[src/hdl/dlsc_pkg.sv]
// Package for the loss-scale controller: widths, reset values, register indexes, codes.
`default_nettype none
package dlsc_pkg;

    localparam int DEF_COUNTER_WIDTH = 32;
    localparam int DEF_FRAC_BITS     = 16;

    localparam int SCALE_W   = 33;
    localparam int FACTOR_W  = 20;
    localparam int TEMP_W    = 13;
    localparam int CFG_W     = 32;
    localparam int PDATA_W   = 64;
    localparam int PADDR_W   = 6;
    localparam int REG_IDX_W = 3;

    localparam logic [SCALE_W-1:0]  INIT_SCALE_RST      = 33'h1_0000_0000;
    localparam logic [FACTOR_W-1:0] GROWTH_FACTOR_RST   = 20'd131072;
    localparam logic [FACTOR_W-1:0] BACKOFF_FACTOR_RST  = 20'd32768;
    localparam logic [CFG_W-1:0]    GROW_PERIOD_RST     = 32'd2000;
    localparam logic [CFG_W-1:0]    OVERFLOW_LIMIT_RST  = 32'd5;
    localparam logic [TEMP_W-1:0]   THROTTLE_TEMP_RST   = 13'd1328;

    localparam logic [SCALE_W-1:0]  SCALE_MAX = {SCALE_W{1'b1}};

    // register indexes, taken from paddr[5:3]
    localparam logic [REG_IDX_W-1:0] REG_INITIAL_SCALE   = 3'd0;
    localparam logic [REG_IDX_W-1:0] REG_GROWTH_FACTOR   = 3'd1;
    localparam logic [REG_IDX_W-1:0] REG_BACKOFF_FACTOR  = 3'd2;
    localparam logic [REG_IDX_W-1:0] REG_GROW_PERIOD     = 3'd3;
    localparam logic [REG_IDX_W-1:0] REG_OVERFLOW_LIMIT  = 3'd4;
    localparam logic [REG_IDX_W-1:0] REG_THROTTLE_TEMP   = 3'd5;

    localparam logic CMD_STEP     = 1'b0;
    localparam logic CMD_REENABLE = 1'b1;

endpackage
`default_nettype wire

[src/hdl/dlsc_if.sv]
// Valid/ready channel interfaces for step words and result words.
`default_nettype none
interface dlsc_step_if;
    logic                               valid;
    logic                               ready;
    logic                               cmd;
    logic                               overflow_seen;
    logic signed [dlsc_pkg::TEMP_W-1:0] temperature;

    modport source (output valid, cmd, overflow_seen, temperature, input ready);
    modport sink   (input valid, cmd, overflow_seen, temperature, output ready);
endinterface

interface dlsc_result_if #(
    parameter int COUNTER_WIDTH = dlsc_pkg::DEF_COUNTER_WIDTH
);
    logic                                valid;
    logic                                ready;
    logic [dlsc_pkg::SCALE_W-1:0]        loss_scale;
    logic                                fp16_enabled;
    logic                                throttled;
    logic [COUNTER_WIDTH-1:0]            overflow_run;
    logic [COUNTER_WIDTH-1:0]            clean_steps;
    logic [COUNTER_WIDTH-1:0]            overflow_total;
    logic [COUNTER_WIDTH-1:0]            grow_total;
    logic [COUNTER_WIDTH-1:0]            shrink_total;
    logic signed [dlsc_pkg::TEMP_W-1:0]  last_temperature;

    modport source (output valid, loss_scale, fp16_enabled, throttled, overflow_run,
                    clean_steps, overflow_total, grow_total, shrink_total,
                    last_temperature, input ready);
    modport sink   (input valid, loss_scale, fp16_enabled, throttled, overflow_run,
                    clean_steps, overflow_total, grow_total, shrink_total,
                    last_temperature, output ready);
endinterface
`default_nettype wire

[src/hdl/dynamic_loss_scale_controller_top.sv]
// Dynamic loss-scale controller: APB register file, step pipeline and scale update.
// Takes one word per training step (or a reenable command) and returns one result word for
// each. Throughput is one word per cycle; a word lands in the input register when taken, and
// once the result register is free the update logic (one 33x20 scale-times-factor multiply,
// its clamps and the counter compares) writes the controller state, which doubles as the
// result register from which the result word is offered. The input stalls only while the
// input register is full and the result word ahead of it is not taken.
// A step that overflows multiplies the Q17.16 scale by the backoff factor with a floor of 1.0
// and counts toward the overflow run; a run at or past overflow_limit drops to FP32. A clean
// step counts toward the growth period and, once reached, multiplies by the growth factor with
// a ceiling of 65536.0. A reenable word restores FP16, reloads initial_scale and clears the
// run. Registers sit at byte address 8*i on a 64-bit APB port; write only while idle.
`default_nettype none
module dynamic_loss_scale_controller_top #(
    parameter int COUNTER_WIDTH = dlsc_pkg::DEF_COUNTER_WIDTH,
    parameter int FRAC_BITS     = dlsc_pkg::DEF_FRAC_BITS
) (
    input  wire logic                          clk,
    input  wire logic                          rst_n,
    input  wire logic                          psel,
    input  wire logic                          penable,
    input  wire logic                          pwrite,
    input  wire logic [dlsc_pkg::PADDR_W-1:0]  paddr,
    input  wire logic [dlsc_pkg::PDATA_W-1:0]  pwdata,
    output logic      [dlsc_pkg::PDATA_W-1:0]  prdata,
    output logic                               pready,
    dlsc_step_if.sink                          step_ch,
    dlsc_result_if.source                      result_ch
);
    import dlsc_pkg::*;

    localparam int PROD_W = SCALE_W + FACTOR_W;
    localparam logic [SCALE_W-1:0] SCALE_ONE  = SCALE_W'(1) << FRAC_BITS;
    // ceiling may lie beyond the 33-bit scale for large FRAC_BITS; compare it wide
    localparam logic [63:0]        SCALE_CEIL = 64'd65536 << FRAC_BITS;

    // ---------------------------------------------------------------- registers
    logic [SCALE_W-1:0]       initial_scale_reg;
    logic [FACTOR_W-1:0]      growth_factor_reg;
    logic [FACTOR_W-1:0]      backoff_factor_reg;
    logic [CFG_W-1:0]         grow_period_reg;
    logic [CFG_W-1:0]         overflow_limit_reg;
    logic signed [TEMP_W-1:0] throttle_temp_reg;

    logic                   cfg_write;
    logic [REG_IDX_W-1:0]   cfg_idx;

    assign pready    = 1'b1;
    assign cfg_idx   = paddr[PADDR_W-1:3];
    assign cfg_write = psel && penable && pwrite && pready;

    always_ff @(posedge clk or negedge rst_n)
    begin
        if (!rst_n)
        begin
            initial_scale_reg   <= INIT_SCALE_RST;
            growth_factor_reg   <= GROWTH_FACTOR_RST;
            backoff_factor_reg  <= BACKOFF_FACTOR_RST;
            grow_period_reg     <= GROW_PERIOD_RST;
            overflow_limit_reg  <= OVERFLOW_LIMIT_RST;
            throttle_temp_reg   <= THROTTLE_TEMP_RST;
        end
        else if (cfg_write)
        begin
            unique case (cfg_idx)
                REG_INITIAL_SCALE:   initial_scale_reg   <= pwdata[SCALE_W-1:0];
                REG_GROWTH_FACTOR:   growth_factor_reg   <= pwdata[FACTOR_W-1:0];
                REG_BACKOFF_FACTOR:  backoff_factor_reg  <= pwdata[FACTOR_W-1:0];
                REG_GROW_PERIOD:     grow_period_reg     <= pwdata[CFG_W-1:0];
                REG_OVERFLOW_LIMIT:  overflow_limit_reg  <= pwdata[CFG_W-1:0];
                REG_THROTTLE_TEMP:   throttle_temp_reg   <= pwdata[TEMP_W-1:0];
                default: ;  // drop writes past the register list
            endcase
        end
    end

    always_comb
    begin
        unique case (cfg_idx)
            REG_INITIAL_SCALE:   prdata = PDATA_W'(initial_scale_reg);
            REG_GROWTH_FACTOR:   prdata = PDATA_W'(growth_factor_reg);
            REG_BACKOFF_FACTOR:  prdata = PDATA_W'(backoff_factor_reg);
            REG_GROW_PERIOD:     prdata = PDATA_W'(grow_period_reg);
            REG_OVERFLOW_LIMIT:  prdata = PDATA_W'(overflow_limit_reg);
            REG_THROTTLE_TEMP:   prdata = PDATA_W'(unsigned'(throttle_temp_reg));
            default:             prdata = '0;
        endcase
    end

    // ---------------------------------------------------------------- handshake
    // The controller state is the result register: it changes only when the
    // previous result is gone or leaving this cycle.
    logic                     in_vld_reg;
    logic                     cmd_reg;
    logic                     ovf_reg;
    logic signed [TEMP_W-1:0] temp_in_reg;
    logic                     out_vld_reg;

    logic step_take;
    logic result_take;
    logic slot_free;
    logic fire;

    assign result_take   = out_vld_reg && result_ch.ready;
    assign slot_free     = !out_vld_reg || result_ch.ready;
    assign fire          = in_vld_reg && slot_free;
    assign step_ch.ready = !in_vld_reg || fire;
    assign step_take     = step_ch.valid && step_ch.ready;

    always_ff @(posedge clk or negedge rst_n)
    begin
        if (!rst_n)
        begin
            in_vld_reg  <= 1'b0;
            out_vld_reg <= 1'b0;
        end
        else
        begin
            if (step_take)
                in_vld_reg <= 1'b1;
            else if (fire)
                in_vld_reg <= 1'b0;

            if (fire)
                out_vld_reg <= 1'b1;
            else if (result_take)
                out_vld_reg <= 1'b0;
        end
    end

    // hold the step word until the update consumes it
    always_ff @(posedge clk)
    begin
        if (step_take)
        begin
            cmd_reg     <= step_ch.cmd;
            ovf_reg     <= step_ch.overflow_seen;
            temp_in_reg <= step_ch.temperature;
        end
    end

    // ---------------------------------------------------------------- state
    logic [SCALE_W-1:0]       scale_reg,         scale_next;
    logic                     fp16_reg,          fp16_next;
    logic [COUNTER_WIDTH-1:0] since_growth_reg,  since_growth_next;
    logic [COUNTER_WIDTH-1:0] streak_reg,        streak_next;
    logic [COUNTER_WIDTH-1:0] ovf_count_reg,     ovf_count_next;
    logic [COUNTER_WIDTH-1:0] grow_count_reg,    grow_count_next;
    logic [COUNTER_WIDTH-1:0] shrink_count_reg,  shrink_count_next;
    logic                     throttle_reg,      throttle_next;
    logic signed [TEMP_W-1:0] temp_reg,          temp_next;

    // one shared multiplier: backoff on overflow, growth otherwise
    logic [FACTOR_W-1:0]      factor;
    logic [PROD_W-1:0]        product;
    logic [PROD_W-1:0]        prod_shift;
    logic [SCALE_W-1:0]       scale_mul;
    logic [COUNTER_WIDTH-1:0] streak_inc;
    logic [COUNTER_WIDTH-1:0] since_inc;
    logic [CFG_W-1:0]         streak_ext;
    logic [CFG_W-1:0]         since_ext;

    assign factor     = ovf_reg ? backoff_factor_reg : growth_factor_reg;
    assign product    = PROD_W'(scale_reg) * PROD_W'(factor);
    assign prod_shift = product >> FRAC_BITS;
    assign scale_mul  = (prod_shift > PROD_W'(SCALE_MAX)) ? SCALE_MAX
                                                          : prod_shift[SCALE_W-1:0];
    assign streak_inc = streak_reg + 1'b1;
    assign since_inc  = since_growth_reg + 1'b1;
    assign streak_ext = CFG_W'(streak_inc);
    assign since_ext  = CFG_W'(since_inc);

    always_comb
    begin
        scale_next        = scale_reg;
        fp16_next         = fp16_reg;
        since_growth_next = since_growth_reg;
        streak_next       = streak_reg;
        ovf_count_next    = ovf_count_reg;
        grow_count_next   = grow_count_reg;
        shrink_count_next = shrink_count_reg;
        throttle_next     = throttle_reg;
        temp_next         = temp_reg;

        if (cmd_reg == CMD_REENABLE)
        begin
            fp16_next   = 1'b1;
            streak_next = '0;
            scale_next  = initial_scale_reg;
        end
        else
        begin
            temp_next     = temp_in_reg;
            throttle_next = (temp_in_reg >= throttle_temp_reg);
            if (ovf_reg)
            begin
                streak_next       = streak_inc;
                ovf_count_next    = ovf_count_reg + 1'b1;
                shrink_count_next = shrink_count_reg + 1'b1;
                since_growth_next = '0;
                // floor at 1.0
                scale_next        = (scale_mul < SCALE_ONE) ? SCALE_ONE : scale_mul;
                if (streak_ext >= overflow_limit_reg)
                    fp16_next = 1'b0;
            end
            else
            begin
                streak_next       = '0;
                since_growth_next = since_inc;
                if (since_ext >= grow_period_reg)
                begin
                    // ceiling at 65536.0, no floor on growth
                    scale_next        = (64'(scale_mul) > SCALE_CEIL) ? SCALE_CEIL[SCALE_W-1:0]
                                                                      : scale_mul;
                    grow_count_next   = grow_count_reg + 1'b1;
                    since_growth_next = '0;
                end
            end
        end
    end

    always_ff @(posedge clk or negedge rst_n)
    begin
        if (!rst_n)
        begin
            scale_reg        <= INIT_SCALE_RST;
            fp16_reg         <= 1'b1;
            since_growth_reg <= '0;
            streak_reg       <= '0;
            ovf_count_reg    <= '0;
            grow_count_reg   <= '0;
            shrink_count_reg <= '0;
            throttle_reg     <= 1'b0;
            temp_reg         <= '0;
        end
        else if (fire)
        begin
            scale_reg        <= scale_next;
            fp16_reg         <= fp16_next;
            since_growth_reg <= since_growth_next;
            streak_reg       <= streak_next;
            ovf_count_reg    <= ovf_count_next;
            grow_count_reg   <= grow_count_next;
            shrink_count_reg <= shrink_count_next;
            throttle_reg     <= throttle_next;
            temp_reg         <= temp_next;
        end
    end

    // ---------------------------------------------------------------- result word
    assign result_ch.valid            = out_vld_reg;
    assign result_ch.loss_scale       = scale_reg;
    assign result_ch.fp16_enabled     = fp16_reg;
    assign result_ch.throttled        = throttle_reg;
    assign result_ch.overflow_run     = streak_reg;
    assign result_ch.clean_steps      = since_growth_reg;
    assign result_ch.overflow_total   = ovf_count_reg;
    assign result_ch.grow_total       = grow_count_reg;
    assign result_ch.shrink_total     = shrink_count_reg;
    assign result_ch.last_temperature = temp_reg;

    // ---------------------------------------------------------------- checks
    // an overflow step never leaves the scale below 1.0 and clears the clean-step count
    a_backoff_floor: assert property (@(posedge clk) disable iff (!rst_n)
        (fire && cmd_reg == CMD_STEP && ovf_reg)
        |=> (scale_reg >= SCALE_ONE && since_growth_reg == '0))
        else $error("backoff left scale below floor or clean count set");

    // reenable restores FP16 and clears the run
    a_reenable: assert property (@(posedge clk) disable iff (!rst_n)
        (fire && cmd_reg == CMD_REENABLE) |=> (fp16_reg && streak_reg == '0))
        else $error("reenable did not restore FP16");

    // a clean step breaks the overflow run
    a_clean_run: assert property (@(posedge clk) disable iff (!rst_n)
        (fire && cmd_reg == CMD_STEP && !ovf_reg) |=> (streak_reg == '0))
        else $error("clean step kept the overflow run");

    // state moves only with a word leaving the input register
    a_state_hold: assert property (@(posedge clk) disable iff (!rst_n)
        !fire |=> $stable(scale_reg) && $stable(ovf_count_reg))
        else $error("state changed without a step word");

endmodule
`default_nettype wire

[src/flat_wrapper.sv]
// flat-port wrapper written by rule: the top's interface ports become plain ports
module dynamic_loss_scale_controller_top_flat import dlsc_pkg::*;
#(
    parameter int COUNTER_WIDTH = dlsc_pkg::DEF_COUNTER_WIDTH,
    parameter int FRAC_BITS     = dlsc_pkg::DEF_FRAC_BITS
)
  (clk, rst_n, psel, penable, pwrite, paddr, pwdata, prdata, pready, step_ch_valid, step_ch_cmd, step_ch_overflow_seen, step_ch_temperature, step_ch_ready, result_ch_valid, result_ch_loss_scale, result_ch_fp16_enabled, result_ch_throttled, result_ch_overflow_run, result_ch_clean_steps, result_ch_overflow_total, result_ch_grow_total, result_ch_shrink_total, result_ch_last_temperature, result_ch_ready);
  dlsc_step_if step_ch_i ();
  dlsc_result_if #(.COUNTER_WIDTH(COUNTER_WIDTH)) result_ch_i ();
  input  wire logic clk;
  input  wire logic rst_n;
  input  wire logic psel;
  input  wire logic penable;
  input  wire logic pwrite;
  input  wire logic [dlsc_pkg::PADDR_W-1:0] paddr;
  input  wire logic [dlsc_pkg::PDATA_W-1:0] pwdata;
  output logic      [dlsc_pkg::PDATA_W-1:0] prdata;
  output logic pready;
  input wire logic [$bits(step_ch_i.valid)-1:0] step_ch_valid;
  input wire logic [$bits(step_ch_i.cmd)-1:0] step_ch_cmd;
  input wire logic [$bits(step_ch_i.overflow_seen)-1:0] step_ch_overflow_seen;
  input wire logic [$bits(step_ch_i.temperature)-1:0] step_ch_temperature;
  output wire logic [$bits(step_ch_i.ready)-1:0] step_ch_ready;
  output wire logic [$bits(result_ch_i.valid)-1:0] result_ch_valid;
  output wire logic [$bits(result_ch_i.loss_scale)-1:0] result_ch_loss_scale;
  output wire logic [$bits(result_ch_i.fp16_enabled)-1:0] result_ch_fp16_enabled;
  output wire logic [$bits(result_ch_i.throttled)-1:0] result_ch_throttled;
  output wire logic [$bits(result_ch_i.overflow_run)-1:0] result_ch_overflow_run;
  output wire logic [$bits(result_ch_i.clean_steps)-1:0] result_ch_clean_steps;
  output wire logic [$bits(result_ch_i.overflow_total)-1:0] result_ch_overflow_total;
  output wire logic [$bits(result_ch_i.grow_total)-1:0] result_ch_grow_total;
  output wire logic [$bits(result_ch_i.shrink_total)-1:0] result_ch_shrink_total;
  output wire logic [$bits(result_ch_i.last_temperature)-1:0] result_ch_last_temperature;
  input wire logic [$bits(result_ch_i.ready)-1:0] result_ch_ready;
  assign step_ch_i.valid = step_ch_valid;
  assign step_ch_i.cmd = step_ch_cmd;
  assign step_ch_i.overflow_seen = step_ch_overflow_seen;
  assign step_ch_i.temperature = step_ch_temperature;
  assign step_ch_ready = step_ch_i.ready;
  assign result_ch_valid = result_ch_i.valid;
  assign result_ch_loss_scale = result_ch_i.loss_scale;
  assign result_ch_fp16_enabled = result_ch_i.fp16_enabled;
  assign result_ch_throttled = result_ch_i.throttled;
  assign result_ch_overflow_run = result_ch_i.overflow_run;
  assign result_ch_clean_steps = result_ch_i.clean_steps;
  assign result_ch_overflow_total = result_ch_i.overflow_total;
  assign result_ch_grow_total = result_ch_i.grow_total;
  assign result_ch_shrink_total = result_ch_i.shrink_total;
  assign result_ch_last_temperature = result_ch_i.last_temperature;
  assign result_ch_i.ready = result_ch_ready;
  dynamic_loss_scale_controller_top #(.COUNTER_WIDTH(COUNTER_WIDTH), .FRAC_BITS(FRAC_BITS)) u_core (.clk(clk), .rst_n(rst_n), .psel(psel), .penable(penable), .pwrite(pwrite), .paddr(paddr), .pwdata(pwdata), .prdata(prdata), .pready(pready), .step_ch(step_ch_i), .result_ch(result_ch_i));
endmodule
[config.mk]
export PLATFORM = sky130hd
export DESIGN_NAME = dynamic_loss_scale_controller_top_flat
export DESIGN_NICKNAME = d
export VERILOG_FILES = /design/src/hdl/dlsc_pkg.sv /design/src/hdl/dlsc_if.sv /design/src/hdl/dynamic_loss_scale_controller_top.sv /design/src/flat_wrapper.sv
export SDC_FILE = /design/constraint.sdc
export NUM_CORES = 2
export LEC_CHECK = 0
export BUFFER_PORTS_ARGS = -buffer_cell sky130_fd_sc_hd__buf_4
export CORE_MARGIN = 3
export CORE_UTILIZATION = 67
export CTS_BUF_LIST = sky130_fd_sc_hd__clkbuf_16
export CTS_CLUSTER_DIAMETER = 80
export DETAILED_ROUTE_END_ITERATION = 6
export PLACE_DENSITY = 0.88
export SYNTH_ARGS = -nofsm -noshare
export SYNTH_HDL_FRONTEND = slang
export SYNTH_SLANG_ARGS = --single-unit
[constraint.sdc]
create_clock -name clk -period 21 [get_ports clk]
set_input_delay 2.1 -clock clk [delete_from_list [all_inputs] [get_ports clk]]
set_output_delay 2.1 -clock clk [all_outputs]
set_load 0.01 [all_outputs]
==> flow_metrics.tcl <==
set metrics [dict create \
    status "finished, final reports clean" \
    postSynthAreaPerCell_um2 9.12 \
    cts_hold_buffers 0 \
    ys_seq_elements 375 \
    drt-vias-per-instance 6.08 \
    rsz0062_at_grt "false" \
    crit_path_start "u_core.ovf_reg$_DFFE_PP_" \
    final_common_cell "inv_1" \
    gr-total-overflow 0 \
    detail-route-antenna-nets 0 \
    place.detailed.hpwl_mm 86.2 \
    first_pass_grt_wire_length_mm 185 \
    fin_crit_ps 10610 \
    detailroute.via_count 33300 \
    tritoncts "built" \
    worst_ep_required_time_ps 21390 \
    drc 0 \
    drt_first_pass_iters 6 \
    slowest_stage "mux2_2" \
    layout.cells.most_common_list "729 x inv_1, 679 x nand2_1, 553 x fa_1, 343 x dfrtp_1, 339 x buf_4" \
    fp.dieW_um 255 \
    reg2reg_setup_slack_ps 10390 \
    setup_viol_count_final 0 \
    number_of_global_route_vias_before_repair 35200 \
    drt_iter0_markers 2782 \
    synth-edff-count 15 \
    worst_hold_path.num_cells 1 \
    fin_worst_skew_ps 15.2 \
    insertion_delay_ps 530 \
    seq_area_frac_synth 0.228 \
    path_class "reg2reg" \
    max_slew_margin 0.231 \
    cts_made_buffers 34 \
    wire_per_inst_um 20.8 \
    floorplan.rows 90 \
    detail_route.wirelength_mm 114 \
    most_repeated_library_cell_on_the_critical_path "fa_1" \
    synth.distinct_cells 82 \
    critPathBufInv 4 \
    worstSetupEndpoint "u_core.result_ch.loss_scale[3]$_DFFE_PN0P_" \
    cp_slowest_stage_delay_ps 930 \
    postCtsResizedCells 0 \
    final-max-slew-violation-count 0 \
    clkSlewWorstSetupHoldPaths_ps 60 \
    synth.cell_area_mm2 0.0415 \
    port_buffers 300 \
    routabilityCongestion 0.988 \
    clock_path_buffers 3 \
    layout-area-overhead-vs-synth_pct 8.44 \
    synth_flop_cell "dfrtp_1" \
    io-pin-count 367 \
    max_clock_freq_ghz 0.0942 \
    antennaDiodeCount 0 \
    setup_total_negative_slack_ps 0 \
    clock_sinks 375 \
    worstReg2RegStart "u_core.ovf_reg$_DFFE_PP_" \
    die_area_mm2 0.0650 \
    overall_global_routing_usage 0.361 \
    critical_path.reg2reg.endpoint "u_core.result_ch.loss_scale[3]$_DFFE_PN0P_" \
    worst_pin_slew_ps 1150 \
    crit_path_end_kind "register" \
    rr_worst_depth 25 \
    critical_path_cell_count 25 \
    post_cts_buffers 0 \
    worstSetupStartpointType "register" \
    dieHeight_um 255 \
    postSynth.asyncResetShare 0.960 \
    fin_crit_sh 0.505 \
    hold_viol 0 \
    post_synth_inst_count 4550 \
    filler_cell_count 4128 \
    maxCapViolations 0 \
    max_fanout_on_critical_path 33 \
    cp.arrival_ps 11000 \
    grt_start_max_net_pins 169 \
    path_delay_family "adder cells" \
    share_of_layout_cells_above_drive_strength_1 0.115 \
    synth_warnings 0 \
    initial_utilization 0.682 \
    cts.root.buffer_cell "clkbuf_16" \
    hold_path.class "reg2reg" \
    ctsHtreeMaxLevel 2 \
    final_nets 5558 \
    antenna_found_initial 3 \
    fp.coreArea_mm2 0.0608 \
]
## routing by layer
metal	track usage	part of all wire	up-vias
met5	0	0	-
met2	0.593	0.48	1659
met1	0.473	0.38	16600
met4	0.156	0.047	0
met3	0.0701	0.090	345
li1	-	-	14600
## cells by family after synthesis
logic type / Yosys count / share of synthesized area
buffers and inverters: 1007 / 0.0947
multiplexers: 134 / 0.0364
XOR/XNOR: 185 / 0.0391
adder cells (fa/ha/maj): 796 / 0.340
flip-flops: 375 / 0.228
other: 2 / 0.000181
AND/OR/NAND/NOR: 1435 / 0.168
AO/OA/AOI/OAI: 616 / 0.0935
## worst reg2reg max path, delay by kind of cell, from the launching register on
kind	cells	cell delay, ps
flip-flops	1	320
AND/OR/NAND/NOR	4	2200
buffers and inverters	4	570
multiplexers	1	960
adder cells (fa/ha/maj)	8	4190
AO/OA/AOI/OAI	8	2220
## metrics by stage
step / hold WS [ps] / cells / util / area, um2 / setup slack, ps
final: 480 / 5472 / 0.740 / 45000 / 10390
after global routing: 494 / 5472 / 0.740 / 45000 / 9860
after CTS: 481 / 5472 / 0.740 / 45000 / 10530
after detailed placement: 464 / 5416 / 0.723 / 44000 / 10610
after global placement: 458 / 5416 / 0.723 / 44000 / 10650
after floorplan: 448 / 4580 / - / 41600 / 12530
## area by class of cell
type                            instances  area [um2]  share of cell area
Multi-Input combinational cell       3198       28200               0.627
Sequential cell                       375        9480               0.211
Inverter                              720        2700              0.0601
Timing Repair Buffer                  341        2580              0.0573
Tap cell                              782         978              0.0217
Clock buffer                           35         876              0.0195
Clock inverter                         21         153             0.00339
## worst min-delay path by stage
stage,slack (ps),endpoint,from
after floorplan,450,u_core.result_ch.last_temperature[10]$_DFFE_PN0P_,u_core.temp_in_reg[10]$_DFFE_PP_
after global placement,460,u_core.result_ch.grow_total[31]$_DFFE_PN0P_,u_core.result_ch.grow_total[31]$_DFFE_PN0P_
after detailed placement,460,u_core.result_ch.shrink_total[31]$_DFFE_PN0P_,u_core.result_ch.shrink_total[31]$_DFFE_PN0P_
after CTS,480,u_core.result_ch.shrink_total[31]$_DFFE_PN0P_,u_core.result_ch.shrink_total[31]$_DFFE_PN0P_
after global routing,490,u_core.result_ch.grow_total[31]$_DFFE_PN0P_,u_core.result_ch.grow_total[31]$_DFFE_PN0P_
final,480,u_core.result_ch.shrink_total[31]$_DFFE_PN0P_,u_core.result_ch.shrink_total[31]$_DFFE_PN0P_
## synthesized netlist by cell type (all sizes together) (6+ instances only)
cell type  number  area, um2
nand2         679       2550
mux2          105       1180
a21oi         124        632
buf            50        338
o21ai         245       1240
and3           76        475
mux2i          26        260
fa            553      11100
a22o            9       78.8
ha            243       3040
and2          309       1930
nor4           16        100
nand3          82        410
a221oi          7       73.8
a31oi          19        119
dfstp          17        447
dfrtp         343       8580
nand2b         22        138
o21a           18        135
clkbuf        237        890
o31ai          21        176
and4           14        123
nand4          61        382
inv           720       2700
xor2           70        613
nor2b          15       93.8
o211ai         20        150
o22ai          15       93.8
a211oi          9       72.6
a21o           34        255
a32o           18        180
a22oi          25        188
nor3           24        120
xnor2         115       1010
nor2          106        398
edfxtp         15        450
or3             8       50.1
or4             6       45.0
Power is left out: the tool's default activity adds up to more than one toggle a clock period on the data nets, which glitch-free logic cannot reach.
